`config.mk`:
```
export PLATFORM = sky130hd
export DESIGN_NAME = smoothed_camera_offset
export DESIGN_NICKNAME = d
export VERILOG_FILES = /design/src/sv/sco_pkg.sv /design/src/sv/smoothed_camera_offset.sv
export SDC_FILE = /design/constraint.sdc
export NUM_CORES = 2
export LEC_CHECK = 0
export ABC_CLOCK_PERIOD_IN_PS = 10940
export BUFFER_PORTS_ARGS = -buffer_cell sky130_fd_sc_hd__buf_2
export CAP_MARGIN = 5
export CELL_PAD_IN_SITES_DETAIL_PLACEMENT = 0
export CELL_PAD_IN_SITES_GLOBAL_PLACEMENT = 1
export CORE_ASPECT_RATIO = 0.7
export CORE_UTILIZATION = 36
export CTS_CLUSTER_SIZE = 40
export DETAILED_ROUTE_END_ITERATION = 12
export PLACE_DENSITY_LB_ADDON = 0.1
export SYNTH_ARGS = -nofsm -noshare
export SYNTH_HDL_FRONTEND = slang
export SYNTH_SLANG_ARGS = --single-unit
```
`constraint.sdc`:
```
create_clock -name i_clk -period 10.94 [get_ports i_clk]
set_clock_uncertainty 0.2 [all_clocks]
set_input_delay 0.547 -clock i_clk [delete_from_list [all_inputs] [get_ports i_clk]]
set_output_delay 0.547 -clock i_clk [all_outputs]
set_load 0.05 [all_outputs]
```
`src/sv/sco_pkg.sv`:
```
// ----------------------------------------------------------------------------
// sco_pkg
// Shared constants for the smoothed camera offset block: field widths,
// register indexes, eye height and sine polynomial coefficients.
// ----------------------------------------------------------------------------
package sco_pkg;

    localparam int POS_W   = 32;
    localparam int OFS_W   = 16;
    localparam int ANG_W   = 16;
    localparam int SMO_W   = 9;
    localparam int CFG_IDX_W = 4;
    localparam int CFG_DAT_W = 16;

    // register indexes on the configuration channel
    localparam logic [CFG_IDX_W-1:0] REG_OFFSET_RIGHT    = 4'd0;
    localparam logic [CFG_IDX_W-1:0] REG_OFFSET_UP       = 4'd1;
    localparam logic [CFG_IDX_W-1:0] REG_OFFSET_FORWARD  = 4'd2;
    localparam logic [CFG_IDX_W-1:0] REG_YAW_TRIM        = 4'd3;
    localparam logic [CFG_IDX_W-1:0] REG_PITCH_TRIM      = 4'd4;
    localparam logic [CFG_IDX_W-1:0] REG_SMOOTHING       = 4'd5;
    localparam logic [CFG_IDX_W-1:0] REG_THIRD_ONLY      = 4'd6;
    localparam logic [CFG_IDX_W-1:0] REG_FOLLOW_LOOK     = 4'd7;

    localparam logic [SMO_W-1:0] SMOOTH_FULL = 9'd256;

    // eye height, 1.62 blocks in Q24.8
    localparam logic signed [33:0] EYE_HEIGHT = 34'sd415;
    localparam logic signed [33:0] ONE_BLOCK  = 34'sd256;
    localparam logic [18:0]        ONE_BLOCK_SQ = 19'd65536;

    // angles and sine polynomial, Q1.14
    localparam logic [ANG_W-1:0] HALF_TURN    = 16'd32768;
    localparam logic [ANG_W-1:0] QUARTER_TURN = 16'd16384;
    localparam logic [14:0]      SIN_ONE      = 15'd16384;
    localparam logic [14:0]      SIN_C1       = 15'd25736;
    localparam logic [14:0]      SIN_C3       = 15'd10584;
    localparam logic [14:0]      SIN_C5       = 15'd1302;

    // serial multiplier: signed A by signed B, one bit of B per cycle
    localparam int MUL_AW = 34;
    localparam int MUL_BW = 18;
    localparam int MUL_PW = MUL_AW + MUL_BW;

endpackage

```
`src/sv/smoothed_camera_offset.sv`:
```
// ----------------------------------------------------------------------------
// smoothed_camera_offset
// Camera placement per frame: third-person detection, plain or look-rotated
// offset from the player, and exponential smoothing toward the last camera.
//
// Usage:
//   Input stream (s_axis): one transaction per frame. tuser[0] is
//   world_ready; tdata carries player x/y/z, pitch, yaw and the default
//   camera x/y/z. Output stream (m_axis): one transaction per input, tuser
//   holds apply and third_person, tdata the new camera x/y/z (Q24.8).
//   Configuration writes go over the cfg channel (index, data), always
//   ready, and are expected only while the block is idle.
//   All products run through one bit-serial multiplier that retires one
//   bit of its 18-bit operand per cycle, after a load step for each
//   product. A frame with world not ready uses no products; the longest
//   frame needs the distance squares, four sines, seven offset products
//   and three blend products. The block works on one frame at a time.
//   The next frame is accepted while the previous result still waits in
//   the output register; the block stalls only when a second result is
//   finished before the first is taken.
//   Reset (synchronous, active low) loads the register defaults (smoothing
//   256, all else 0) and drops the smoothing history.
// ----------------------------------------------------------------------------
module smoothed_camera_offset (
    input  logic                          i_clk,
    input  logic                          i_rst_n,
    // s_axis
    input  logic                          i_s_tvalid,
    output logic                          o_s_tready,
    // player_x, player_y, player_z, look_pitch, look_yaw,
    // camera_x, camera_y, camera_z (lowest bit up)
    input  logic [223:0]                  i_s_tdata,
    // world_ready
    input  logic [0:0]                    i_s_tuser,
    // m_axis
    output logic                          o_m_tvalid,
    input  logic                          i_m_tready,
    // new_x, new_y, new_z (lowest bit up)
    output logic [95:0]                   o_m_tdata,
    // apply, third_person (lowest bit up)
    output logic [1:0]                    o_m_tuser,
    // configuration write channel
    input  logic                          i_cfg_valid,
    output logic                          o_cfg_ready,
    input  logic [sco_pkg::CFG_IDX_W-1:0] i_cfg_index,
    input  logic [sco_pkg::CFG_DAT_W-1:0] i_cfg_data
);

    typedef enum logic [3:0] {
        S_IDLE, S_CHK, S_LOAD, S_MUL, S_DIST, S_SAT, S_SMOOTH, S_FIN, S_DONE
    } t_state;

    typedef enum logic [4:0] {
        OP_DX, OP_DY, OP_DZ,
        OP_SZ2, OP_ST1, OP_ST2, OP_SP,
        OP_FWX, OP_FWZ, OP_XR, OP_XF, OP_YF, OP_ZR, OP_ZF,
        OP_MX, OP_MY, OP_MZ
    } t_op;

    localparam int AW = sco_pkg::MUL_AW;
    localparam int BW = sco_pkg::MUL_BW;
    localparam int PW = sco_pkg::MUL_PW;
    localparam logic [4:0] LAST_BIT = 5'(BW - 1);

    t_state r_state;
    t_op    r_op;

    // configuration
    logic signed [15:0] r_ofs_right, r_ofs_up, r_ofs_fwd;
    logic [15:0]        r_yaw_trim, r_pitch_trim;
    logic [8:0]         r_smoothing;
    logic               r_third_only, r_follow;

    // latched frame
    logic signed [31:0] r_px, r_py, r_pz, r_cx, r_cy, r_cz;
    logic [15:0]        r_pitch_in, r_yaw_in;

    // history
    logic signed [31:0] r_last_x, r_last_y, r_last_z;
    logic               r_has_last;

    // working values
    logic               r_third;
    logic [17:0]        r_dsum;
    logic [1:0]         r_idx;
    logic [14:0]        r_z2, r_t;
    logic signed [15:0] r_sy, r_cyw, r_sp, r_cp, r_fwx, r_fwz;
    logic signed [33:0] r_tx, r_ty, r_tz;

    // multiplier
    logic signed [PW-1:0] r_ma, r_acc;
    logic [BW-1:0]        r_mb;
    logic [4:0]           r_cnt;

    // pending result and output register
    logic        r_res_apply, r_res_third;
    logic [31:0] r_res_x, r_res_y, r_res_z;
    logic        r_out_valid;
    logic [95:0] r_out_data;
    logic [1:0]  r_out_user;

    // ---- distance differences and range check
    logic signed [33:0] w_dx, w_dy, w_dz;
    logic               w_far_range;
    assign w_dx = 34'(r_cx) - 34'(r_px);
    assign w_dy = 34'(r_cy) - 34'(r_py) - sco_pkg::EYE_HEIGHT;
    assign w_dz = 34'(r_cz) - 34'(r_pz);
    assign w_far_range = (w_dx > sco_pkg::ONE_BLOCK) || (w_dx < -sco_pkg::ONE_BLOCK) ||
                         (w_dy > sco_pkg::ONE_BLOCK) || (w_dy < -sco_pkg::ONE_BLOCK) ||
                         (w_dz > sco_pkg::ONE_BLOCK) || (w_dz < -sco_pkg::ONE_BLOCK);

    // ---- angle selection and half-turn fold
    logic [15:0]        w_yaw, w_pitch, w_ang;
    logic signed [16:0] w_x0, w_xf;
    logic [14:0]        w_m;
    logic               w_neg;
    assign w_yaw   = sco_pkg::HALF_TURN + r_yaw_in + r_yaw_trim;
    assign w_pitch = 16'd0 - (r_pitch_in + r_pitch_trim);
    always_comb begin
        case (r_idx)
            2'd0:    w_ang = w_yaw;
            2'd1:    w_ang = w_yaw + sco_pkg::QUARTER_TURN;
            2'd2:    w_ang = w_pitch;
            default: w_ang = w_pitch + sco_pkg::QUARTER_TURN;
        endcase
    end
    assign w_x0 = signed'({w_ang[15], w_ang});
    always_comb begin
        if (w_x0 > 17'sd16384) begin
            w_xf = 17'sd32768 - w_x0;
        end else if (w_x0 < -17'sd16384) begin
            w_xf = -17'sd32768 - w_x0;
        end else begin
            w_xf = w_x0;
        end
    end
    assign w_neg = w_xf < 0;
    assign w_m   = w_neg ? 15'(-w_xf) : 15'(w_xf);

    // ---- smoothing weight, clamped to one
    logic [8:0] w_s;
    assign w_s = (r_smoothing > sco_pkg::SMOOTH_FULL) ? sco_pkg::SMOOTH_FULL : r_smoothing;

    // ---- operand select for the shared multiplier
    logic signed [AW-1:0] w_opa;
    logic signed [BW-1:0] w_opb;
    always_comb begin
        case (r_op)
            OP_DX:   begin w_opa = w_dx; w_opb = w_dx[BW-1:0]; end
            OP_DY:   begin w_opa = w_dy; w_opb = w_dy[BW-1:0]; end
            OP_DZ:   begin w_opa = w_dz; w_opb = w_dz[BW-1:0]; end
            OP_SZ2:  begin w_opa = AW'(w_m); w_opb = BW'(w_m); end
            OP_ST1:  begin w_opa = AW'(sco_pkg::SIN_C5); w_opb = BW'(r_z2); end
            OP_ST2:  begin w_opa = AW'(r_z2); w_opb = BW'(r_t); end
            OP_SP:   begin w_opa = AW'(w_m); w_opb = BW'(r_t); end
            OP_FWX:  begin w_opa = AW'(r_sy); w_opb = BW'(r_cp); end
            OP_FWZ:  begin w_opa = AW'(r_cyw); w_opb = BW'(r_cp); end
            OP_XR:   begin w_opa = AW'(r_ofs_right); w_opb = BW'(r_cyw); end
            OP_XF:   begin w_opa = AW'(r_ofs_fwd); w_opb = BW'(r_fwx); end
            OP_YF:   begin w_opa = AW'(r_ofs_fwd); w_opb = BW'(r_sp); end
            OP_ZR:   begin w_opa = AW'(r_ofs_right); w_opb = BW'(r_sy); end
            OP_ZF:   begin w_opa = AW'(r_ofs_fwd); w_opb = BW'(r_fwz); end
            OP_MX:   begin w_opa = r_tx - 34'(r_last_x); w_opb = BW'({1'b0, w_s}); end
            OP_MY:   begin w_opa = r_ty - 34'(r_last_y); w_opb = BW'({1'b0, w_s}); end
            OP_MZ:   begin w_opa = r_tz - 34'(r_last_z); w_opb = BW'({1'b0, w_s}); end
            default: begin w_opa = '0; w_opb = '0; end
        endcase
    end

    // ---- one multiplier bit: the top bit of B carries negative weight
    logic signed [PW-1:0] w_add, w_prod, w_r14, w_r8, w_sh14;
    logic [14:0]          w_pmag;
    logic signed [15:0]   w_sin;
    assign w_add  = r_mb[0] ? ((r_cnt == LAST_BIT) ? -r_ma : r_ma) : '0;
    assign w_prod = r_acc + w_add;
    assign w_sh14 = w_prod >>> 14;
    assign w_r14  = (w_prod + PW'(8192)) >>> 14;
    assign w_r8   = (w_prod + PW'(128)) >>> 8;
    assign w_pmag = (w_sh14 > PW'(sco_pkg::SIN_ONE)) ? sco_pkg::SIN_ONE : w_sh14[14:0];
    assign w_sin  = w_neg ? -16'(w_pmag) : 16'(w_pmag);

    // ---- saturation helper
    function automatic logic signed [33:0] sat32(input logic signed [33:0] v);
        if (v > 34'sd2147483647) begin
            sat32 = 34'sd2147483647;
        end else if (v < -34'sd2147483648) begin
            sat32 = -34'sd2147483648;
        end else begin
            sat32 = v;
        end
    endfunction

    // ---- sequencer, datapath registers and output register
    always_ff @(posedge i_clk) begin
        if (!i_rst_n) begin
            r_state      <= S_IDLE;
            r_op         <= OP_DX;
            r_ofs_right  <= '0;
            r_ofs_up     <= '0;
            r_ofs_fwd    <= '0;
            r_yaw_trim   <= '0;
            r_pitch_trim <= '0;
            r_smoothing  <= sco_pkg::SMOOTH_FULL;
            r_third_only <= 1'b0;
            r_follow     <= 1'b0;
            r_last_x     <= '0;
            r_last_y     <= '0;
            r_last_z     <= '0;
            r_has_last   <= 1'b0;
            r_out_valid  <= 1'b0;
            r_cnt        <= '0;
            r_idx        <= '0;
        end else begin
            // take configuration writes
            if (i_cfg_valid) begin
                case (i_cfg_index)
                    sco_pkg::REG_OFFSET_RIGHT:   r_ofs_right  <= signed'(i_cfg_data);
                    sco_pkg::REG_OFFSET_UP:      r_ofs_up     <= signed'(i_cfg_data);
                    sco_pkg::REG_OFFSET_FORWARD: r_ofs_fwd    <= signed'(i_cfg_data);
                    sco_pkg::REG_YAW_TRIM:       r_yaw_trim   <= i_cfg_data;
                    sco_pkg::REG_PITCH_TRIM:     r_pitch_trim <= i_cfg_data;
                    sco_pkg::REG_SMOOTHING:      r_smoothing  <= i_cfg_data[8:0];
                    sco_pkg::REG_THIRD_ONLY:     r_third_only <= i_cfg_data[0];
                    sco_pkg::REG_FOLLOW_LOOK:    r_follow     <= i_cfg_data[0];
                    default: ;
                endcase
            end

            // drop the output transaction once taken, unless a new one is loaded
            if (r_out_valid && i_m_tready && r_state != S_DONE) begin
                r_out_valid <= 1'b0;
            end

            case (r_state)
                S_IDLE: begin
                    if (i_s_tvalid) begin
                        r_px       <= signed'(i_s_tdata[31:0]);
                        r_py       <= signed'(i_s_tdata[63:32]);
                        r_pz       <= signed'(i_s_tdata[95:64]);
                        r_pitch_in <= i_s_tdata[111:96];
                        r_yaw_in   <= i_s_tdata[127:112];
                        r_cx       <= signed'(i_s_tdata[159:128]);
                        r_cy       <= signed'(i_s_tdata[191:160]);
                        r_cz       <= signed'(i_s_tdata[223:192]);
                        if (i_s_tuser[0]) begin
                            r_state <= S_CHK;
                        end else begin
                            r_has_last  <= 1'b0;
                            r_res_apply <= 1'b0;
                            r_res_third <= 1'b0;
                            r_res_x     <= '0;
                            r_res_y     <= '0;
                            r_res_z     <= '0;
                            r_state     <= S_DONE;
                        end
                    end
                end

                // any axis beyond one block settles it without squares
                S_CHK: begin
                    if (w_far_range) begin
                        r_third <= 1'b1;
                        r_state <= S_DIST;
                    end else begin
                        r_op    <= OP_DX;
                        r_state <= S_LOAD;
                    end
                end

                S_LOAD: begin
                    r_ma    <= PW'(w_opa);
                    r_mb    <= w_opb;
                    r_acc   <= '0;
                    r_cnt   <= '0;
                    r_state <= S_MUL;
                end

                S_MUL: begin
                    r_acc <= w_prod;
                    r_ma  <= r_ma <<< 1;
                    r_mb  <= r_mb >> 1;
                    r_cnt <= r_cnt + 5'd1;
                    if (r_cnt == LAST_BIT) begin
                        // the last product of each group leaves the multiplier
                        r_state <= (r_op == OP_DZ) ? S_DIST :
                                   (r_op == OP_ZF) ? S_SAT  :
                                   (r_op == OP_MZ) ? S_FIN  : S_LOAD;
                        case (r_op)
                            OP_DX: begin
                                r_dsum <= w_prod[17:0];
                                r_op   <= OP_DY;
                            end
                            OP_DY: begin
                                r_dsum <= r_dsum + w_prod[17:0];
                                r_op   <= OP_DZ;
                            end
                            OP_DZ: begin
                                r_third <= ({1'b0, r_dsum} + w_prod[18:0]) >
                                           sco_pkg::ONE_BLOCK_SQ;
                            end
                            OP_SZ2: begin
                                r_z2 <= w_sh14[14:0];
                                r_op <= OP_ST1;
                            end
                            OP_ST1: begin
                                r_t  <= sco_pkg::SIN_C3 - w_sh14[14:0];
                                r_op <= OP_ST2;
                            end
                            OP_ST2: begin
                                r_t  <= sco_pkg::SIN_C1 - w_sh14[14:0];
                                r_op <= OP_SP;
                            end
                            OP_SP: begin
                                case (r_idx)
                                    2'd0:    r_sy  <= w_sin;
                                    2'd1:    r_cyw <= w_sin;
                                    2'd2:    r_sp  <= w_sin;
                                    default: r_cp  <= w_sin;
                                endcase
                                if (r_idx == 2'd3) begin
                                    r_op <= OP_FWX;
                                end else begin
                                    r_idx <= r_idx + 2'd1;
                                    r_op  <= OP_SZ2;
                                end
                            end
                            OP_FWX: begin
                                r_fwx <= -w_r14[15:0];
                                r_op  <= OP_FWZ;
                            end
                            OP_FWZ: begin
                                r_fwz <= w_r14[15:0];
                                r_op  <= OP_XR;
                            end
                            OP_XR: begin
                                r_tx <= 34'(r_px) + w_r14[33:0];
                                r_op <= OP_XF;
                            end
                            OP_XF: begin
                                r_tx <= r_tx + w_r14[33:0];
                                r_op <= OP_YF;
                            end
                            OP_YF: begin
                                r_ty <= 34'(r_py) + 34'(r_ofs_up) + w_r14[33:0];
                                r_op <= OP_ZR;
                            end
                            OP_ZR: begin
                                r_tz <= 34'(r_pz) + w_r14[33:0];
                                r_op <= OP_ZF;
                            end
                            OP_ZF: begin
                                r_tz <= r_tz + w_r14[33:0];
                            end
                            OP_MX: begin
                                r_tx <= 34'(r_last_x) + w_r8[33:0];
                                r_op <= OP_MY;
                            end
                            OP_MY: begin
                                r_ty <= 34'(r_last_y) + w_r8[33:0];
                                r_op <= OP_MZ;
                            end
                            default: begin
                                r_tz <= 34'(r_last_z) + w_r8[33:0];
                            end
                        endcase
                    end
                end

                // first-person frames in third-person-only mode pass through
                S_DIST: begin
                    if (r_third_only && !r_third) begin
                        r_has_last  <= 1'b0;
                        r_res_apply <= 1'b0;
                        r_res_third <= 1'b0;
                        r_res_x     <= '0;
                        r_res_y     <= '0;
                        r_res_z     <= '0;
                        r_state     <= S_DONE;
                    end else if (!r_follow) begin
                        r_tx    <= 34'(r_px) + 34'(r_ofs_right);
                        r_ty    <= 34'(r_py) + 34'(r_ofs_up);
                        r_tz    <= 34'(r_pz) + 34'(r_ofs_fwd);
                        r_state <= S_SAT;
                    end else begin
                        r_idx   <= 2'd0;
                        r_op    <= OP_SZ2;
                        r_state <= S_LOAD;
                    end
                end

                S_SAT: begin
                    r_tx    <= sat32(r_tx);
                    r_ty    <= sat32(r_ty);
                    r_tz    <= sat32(r_tz);
                    r_state <= S_SMOOTH;
                end

                S_SMOOTH: begin
                    if (r_has_last) begin
                        r_op    <= OP_MX;
                        r_state <= S_LOAD;
                    end else begin
                        r_state <= S_FIN;
                    end
                end

                S_FIN: begin
                    r_last_x    <= r_tx[31:0];
                    r_last_y    <= r_ty[31:0];
                    r_last_z    <= r_tz[31:0];
                    r_has_last  <= 1'b1;
                    r_res_apply <= 1'b1;
                    r_res_third <= r_third;
                    r_res_x     <= r_tx[31:0];
                    r_res_y     <= r_ty[31:0];
                    r_res_z     <= r_tz[31:0];
                    r_state     <= S_DONE;
                end

                // hand over to the output register once it is free
                S_DONE: begin
                    if (!r_out_valid || i_m_tready) begin
                        r_out_valid <= 1'b1;
                        r_out_data  <= {r_res_z, r_res_y, r_res_x};
                        r_out_user  <= {r_res_third, r_res_apply};
                        r_state     <= S_IDLE;
                    end
                end

                default: r_state <= S_IDLE;
            endcase
        end
    end

    assign o_s_tready  = (r_state == S_IDLE);
    assign o_m_tvalid  = r_out_valid;
    assign o_m_tdata   = r_out_data;
    assign o_m_tuser   = r_out_user;
    assign o_cfg_ready = 1'b1;

    // ---- checks
    a_one_frame: assert property (@(posedge i_clk) disable iff (!i_rst_n)
        (i_s_tvalid && o_s_tready) |=> !o_s_tready)
        else $error("second frame accepted while one is in work");

    a_mul_count: assert property (@(posedge i_clk) disable iff (!i_rst_n)
        (r_state == S_MUL) |-> (r_cnt <= LAST_BIT))
        else $error("multiplier ran past its last bit");

    a_history_set: assert property (@(posedge i_clk) disable iff (!i_rst_n)
        (r_state == S_FIN) |=> (r_has_last && r_state == S_DONE))
        else $error("history not kept after a placed camera");

    a_sine_range: assert property (@(posedge i_clk) disable iff (!i_rst_n)
        (r_state == S_LOAD && r_op == OP_FWX) |->
            (r_sy <= 16'sd16384 && r_sy >= -16'sd16384 &&
             r_cp <= 16'sd16384 && r_cp >= -16'sd16384))
        else $error("sine value outside unit range");

    a_done_apply: assert property (@(posedge i_clk) disable iff (!i_rst_n)
        (r_state == S_DONE && r_res_apply) |-> r_has_last)
        else $error("applied camera without history");

endmodule
```
* Word level (Yosys, flattened, before mapping)
Cells that the tools add are included.
Storage, ports and cells: flip-flop bits (word level) 994, bits of input ports 250, output and inout bits 101, word-level logic and storage cells 306
Operators by class: add/sub/neg operators 40, order comparisons 18, eq/ne operators 57, multiplexer cells 82, bitwise operators 1, reductions and logical operators 60
Operators with widths (number):
- 34-bit two-way mux | 15
- 34-bit one-hot mux with 3 select lines | 5
- 34-bit one-hot mux with 13 select lines | 1
- 32-bit one-hot mux with 3 select lines | 3
- 34-bit adder | 8
- 18-bit one-hot mux with 13 select lines | 1
- 52-bit one-hot mux with 2 select lines | 2
- 32-bit by 16-bit adder with 33-bit output | 4
- 52-bit two-way mux | 2
- 34-bit by 32-bit greater-than comparator with 1-bit output, second input constant | 3
- 34-bit by 32-bit less-than comparator with 1-bit output, second input constant | 3
- 34-bit by 32-bit subtractor with 34-bit output | 3
- 32-bit by 32-bit subtractor with 33-bit output | 3
- 32-bit two-way mux | 3
- 18-bit one-hot mux with 2 select lines | 2
- 5-bit one-hot mux with 14 select lines | 1
- 34-bit one-hot mux with 2 select lines | 1
- 33-bit by 10-bit greater-than comparator with 1-bit output, second input constant | 2
- 33-bit by 9-bit less-than comparator with 1-bit output, second input constant | 2
- 52-bit adder | 1
- 52-bit by 15-bit greater-than comparator with 1-bit output, second input constant | 1
- 52-bit negator | 1
- 48-bit by 15-bit adder with 48-bit output, second input constant | 1
- 16-bit one-hot mux with 3 select lines | 1
- 76 further kinds | 189

* Logic depth before layout (Yosys ltp)
depth in word-level cells 11, gate-level depth with buffers 41

* Worst setup path after synthesis
Ideal clock, no wire load.
path type register to register, start register r_state[0], end register r_out_data[0], in the netlist o_m_tdata[0], enable pin, setup time 0.695 ns, data arrival time 8.431 ns, data required time 10.045 ns, path slack 1.614 ns, cell stages (with the launch flop) 6, buffers on the path 3, period minus slack after synthesis 9.326 ns, path through dfxtp_1 clkbuf_1 clkbuf_1 clkbuf_1 nor4b_1 nor3b_1
Between the ends: longest elaborated chain between the ends 2
Ends and longest elaborated chain:
- start, declared | line smoothed_camera_offset.sv:65 | t_state r_state;
- start signal, assigned | line smoothed_camera_offset.sv:285 | r_state <= (r_op == OP_DZ) ? S_DIST :
- 4-bit equality test | line smoothed_camera_offset.sv:234 | case (r_state)
- 3-bit AND reduction (no line)
- end signal, assigned | line smoothed_camera_offset.sv:424 | r_out_data <= {r_res_z, r_res_y, r_res_x};
- end, declared | line smoothed_camera_offset.sv:99 | logic [95:0] r_out_data;
Every way passes these cells. A chain may end at the register's enable or synchronous reset.

* Worst setup path in the final report
start register r_ma[4], end register r_ty[29], data pin
Between the ends: longest elaborated chain between the ends 9, elaborated cells on any way between the ends 11
Ends and longest elaborated chain:
- start, declared | line smoothed_camera_offset.sv:91 | logic signed [PW-1:0] r_ma, r_acc;
- start signal, assigned | line smoothed_camera_offset.sv:271 | r_ma <= PW'(w_opa);
- start signal, assigned | line smoothed_camera_offset.sv:280 | r_ma <= r_ma <<< 1;
- 52-bit negator | line smoothed_camera_offset.sv:174 | assign w_add = r_mb[0] ? ((r_cnt == LAST_BIT) ? -r_ma : r_ma) : '0;
- 52-bit two-way mux (*) (2 in a row) | line smoothed_camera_offset.sv:174
- 52-bit adder (*) | line smoothed_camera_offset.sv:175 | assign w_prod = r_acc + w_add;
- named net w_prod[23] | line smoothed_camera_offset.sv:171 | logic signed [PW-1:0] w_add, w_prod, w_r14, w_r8, w_sh14;
- 48-bit by 15-bit adder with 48-bit output (*) | line smoothed_camera_offset.sv:177 | assign w_r14 = (w_prod + PW'(8192)) >>> 14;
- named net w_r14[13] | line smoothed_camera_offset.sv:171
- 34-bit adder (*) | line smoothed_camera_offset.sv:344 | r_ty <= 34'(r_py) + 34'(r_ofs_up) + w_r14[33:0];
- 34-bit one-hot mux with 2 select lines (*) | line smoothed_camera_offset.sv:288 | case (r_op)
- 34-bit two-way mux (*) | line smoothed_camera_offset.sv:283 | if (r_cnt == LAST_BIT) begin
- 34-bit one-hot mux with 3 select lines (*) | line smoothed_camera_offset.sv:234
- end signal, assigned | line smoothed_camera_offset.sv:344
- end signal, assigned | line smoothed_camera_offset.sv:359 | r_ty <= 34'(r_last_y) + w_r8[33:0];
- end signal, assigned | line smoothed_camera_offset.sv:381 | r_ty <= 34'(r_py) + 34'(r_ofs_up);
- end, declared | line smoothed_camera_offset.sv:88 | logic signed [33:0] r_tx, r_ty, r_tz;
Mark *: on every way through the listed nets, which the timed path passes. The rest lies on a longest branch. The select of a mux whose other input is x is not followed.

==> results.json <==
{
  "start_kind": "register",
  "reg2reg_from": "r_ma[4]$_DFFE_PP_",
  "fin_crit_ns": 10.30,
  "r2r_cells": 37,
  "critical-path-slowest-cell": "or4_1",
  "clock.fmax_mhz": 97.1,
  "critPathCaptureType": "register",
  "async_reset_ff_share_pct": 0,
  "nFillCells": 19600,
  "fin_setup_tns_ns": 0,
  "die_h_um": 378,
  "r2r_setup_slack_ns": 0.64,
  "clock_path_buffers": 3,
  "synth_top_cell_by_area": "edfxtp_1",
  "min_to": "r_smoothing[8]$_SDFFE_PN1P_",
  "slew_viol_final": 7,
  "grt_util_all_layers_pct": 31.4,
  "drc": 0,
  "dieArea_sq_mm": 0.204,
  "synth_nets": 8821,
  "gr-total-overflow": 0,
  "worst_pin_slew_ns": 1.53,
  "dpl_cell_area_sq_mm": 0.0786,
  "avgViaCountPerCell": 5.90,
  "critPathBufInv": 4,
  "status": "finished, violations left",
  "violations": "max-capacitance violations, max-slew violations",
  "grt_setup_unrepaired": "no",
  "synth_area_leaders": "edfxtp_1, ha_1, dfxtp_1",
  "drv_cap": 2,
  "synth.most_common_cell": "edfxtp_1",
  "grt_pass1_wl_um": 455000,
  "hp-start": "i_rst_n",
  "cts_max_level": 3,
  "synthDistinctLibCells": 124,
  "die_w_um": 539,
  "setup-violations-final": 0,
  "hold_viol": 0,
  "hold_class": "input port to register",
  "syn-instance-count": 7891,
  "required_ns": 11.21,
  "crit_path_max_incr_delay_ns": 0.58,
  "drtIter0Drc": 8268,
  "crit_fanout": 8,
  "critPathKind": "register to register",
  "powerDensity_mw_per_mm2": 121,
  "post_cts_buffers": 0,
  "hold_path_depth": 2,
  "io_buffers": 349,
  "yosys-top-cells-count": "edfxtp_1, nand2_1, ha_1, nor2_1, a21oi_1",
  "cts_buffers": 113,
  "gp_congestion": 1.01,
  "cts.sinks": 994,
  "ant_nets": 0,
  "cts_tree": "done",
  "leakagePower_nw": 34.1,
  "ys.flop_type": "edfxtp_1",
  "areaGrowthSynthToFinish_pct": 16.6,
  "synth-edff-count": 789,
  "syn_area_sq_mm": 0.0728,
  "fin_area_sq_mm": 0.0848,
  "slew-limit-headroom_pct": -2.79,
  "crit_family": "simple AND/OR/NAND/NOR gates",
  "grt_max_degree": 141,
  "synth_top_area_share_pct": 32.5,
  "vias": 66600,
  "syn_area_per_cell_sq_um": 9.22,
  "boundaryPins": 351,
  "r2r_end": "r_ty[29]$_DFFE_PP_",
  "detail_route.wl_per_cell_um": 29.3,
  "rows": 137,
  "ctsRootBufferMaster": "clkbuf_16",
  "fin_crit_sh_pct": 94.2,
  "nets": 9460,
  "antenna_found_initial": 46,
  "path_clk_slew_ns": 0.06,
  "ys_seq_elements": 994,
  "wl_um": 331000,
  "grt_pass1_vias": 61300,
  "start_util_pct": 36.4,
  "peakVddDrop_uv": 130,
  "insertion_delay_ns": 0.76,
  "final_layout_size_suffix_gt1_share_pct": 10.5,
  "hpwl_um": 265000,
  "dr.pass1.iters": 7,
  "ys_warn_count": 0,
  "yosysSeqAreaShare_pct": 38.2,
  "fp.coreArea_sq_mm": 0.200,
  "arrival_ns": 10.57
}
## routing by layer
layer,part of all wire [%],global-route usage (%),wire (um)
met1,48,47.9,158000
met2,36,40.0,119000
met3,14,12.0,45400
met4,2.6,7.63,8460
met5,0.069,0.826,230
## through the flow
| step | std cells | hold WS (ns) | util, % | power (mW) | worst slack (ns) |
|---|---|---|---|---|---|
| final | 11300 | 0.0641 | 42.4 | 10.3 | 0.639 |
| after global routing | 11300 | 0.0693 | 42.4 | 10.6 | 0.0833 |
| after CTS | 11300 | 0.0491 | 42.4 | 10.3 | 0.408 |
| after detailed placement | 10800 | 0.205 | 39.3 | 6.20 | 0.438 |
| after global placement | 10800 | 0.203 | 39.3 | 6.19 | 0.473 |
| after floorplan | 7891 | 0.200 | - | 5.39 | 1.61 |
## cells in the final DEF, fill, tap and decap left out, drive strengths merged, types with 209 or more instances in the layout
cell / n
buf: 546
xor2: 209
xnor2: 432
dlygate4sd3: 241
ha: 661
o21ai: 462
nand2: 680
nor2: 660
edfxtp: 789
a21oi: 609
inv: 524
## sequential cells by signal, indices dropped and copies added, names as in the netlist, 34 cells and up
name and cells:
r_ma 52, o_m_tdata 96, r_acc 52, r_tx 34
r_ty 34, r_tz 34
## power breakdown
group	total, mW	switching (mW)	internal (mW)
logic	2.03	1.37	0.653
clock network	4.01	1.78	2.23
registers	4.27	0.0641	4.20
total	10.3	3.21	7.09
## timing repair
item,in CTS,in global routing
endpoints found under the setup margin,0,7
hold buffers,241,0
hold endpoints to repair,284,0
gates resized for setup,0,5
## cells by family after synthesis
family | count (synthesis) | synth area share [%]
buffers and inverters | 780 | 4.05
muxes | 74 | 1.02
DFF | 994 | 38.2
other | 1 | 0.00515
xor gates and xnor gates | 646 | 7.92
and+or+nand+nor | 2455 | 16.4
AOI/OAI and AO/OA | 2258 | 20.5
adders and majority gates | 683 | 11.9
## worst max path at each step
stage,from,to,cells after the start
after floorplan,r_state[0]$_SDFFE_PN0P_,o_m_tdata[0]$_DFFE_PP_,5
after global placement,r_ma[8]$_DFFE_PP_,r_tz[29]$_DFFE_PP_,34
after detailed placement,r_ma[10]$_DFFE_PP_,r_tz[29]$_DFFE_PP_,34
after CTS,r_ma[10]$_DFFE_PP_,r_tz[29]$_DFFE_PP_,34
after global routing,r_ma[8]$_DFFE_PP_,r_tx[33]$_DFFE_PP_,34
final,r_ma[4]$_DFFE_PP_,r_ty[29]$_DFFE_PP_,37
## cell type report
cell class / count / area [sq um] / area share (%)
timing repair buffer: 787 / 5680 / 6.70
sequential: 994 / 27800 / 32.8
inverter: 517 / 1950 / 2.30
clock buffer: 142 / 3030 / 3.57
tap: 2641 / 3300 / 3.89
multi-input combinational: 6117 / 42300 / 49.9
clock inverter: 72 / 731 / 0.861
antenna: 14 / 35.0 / 0.0413
Power figures use the tool's default switching activity.
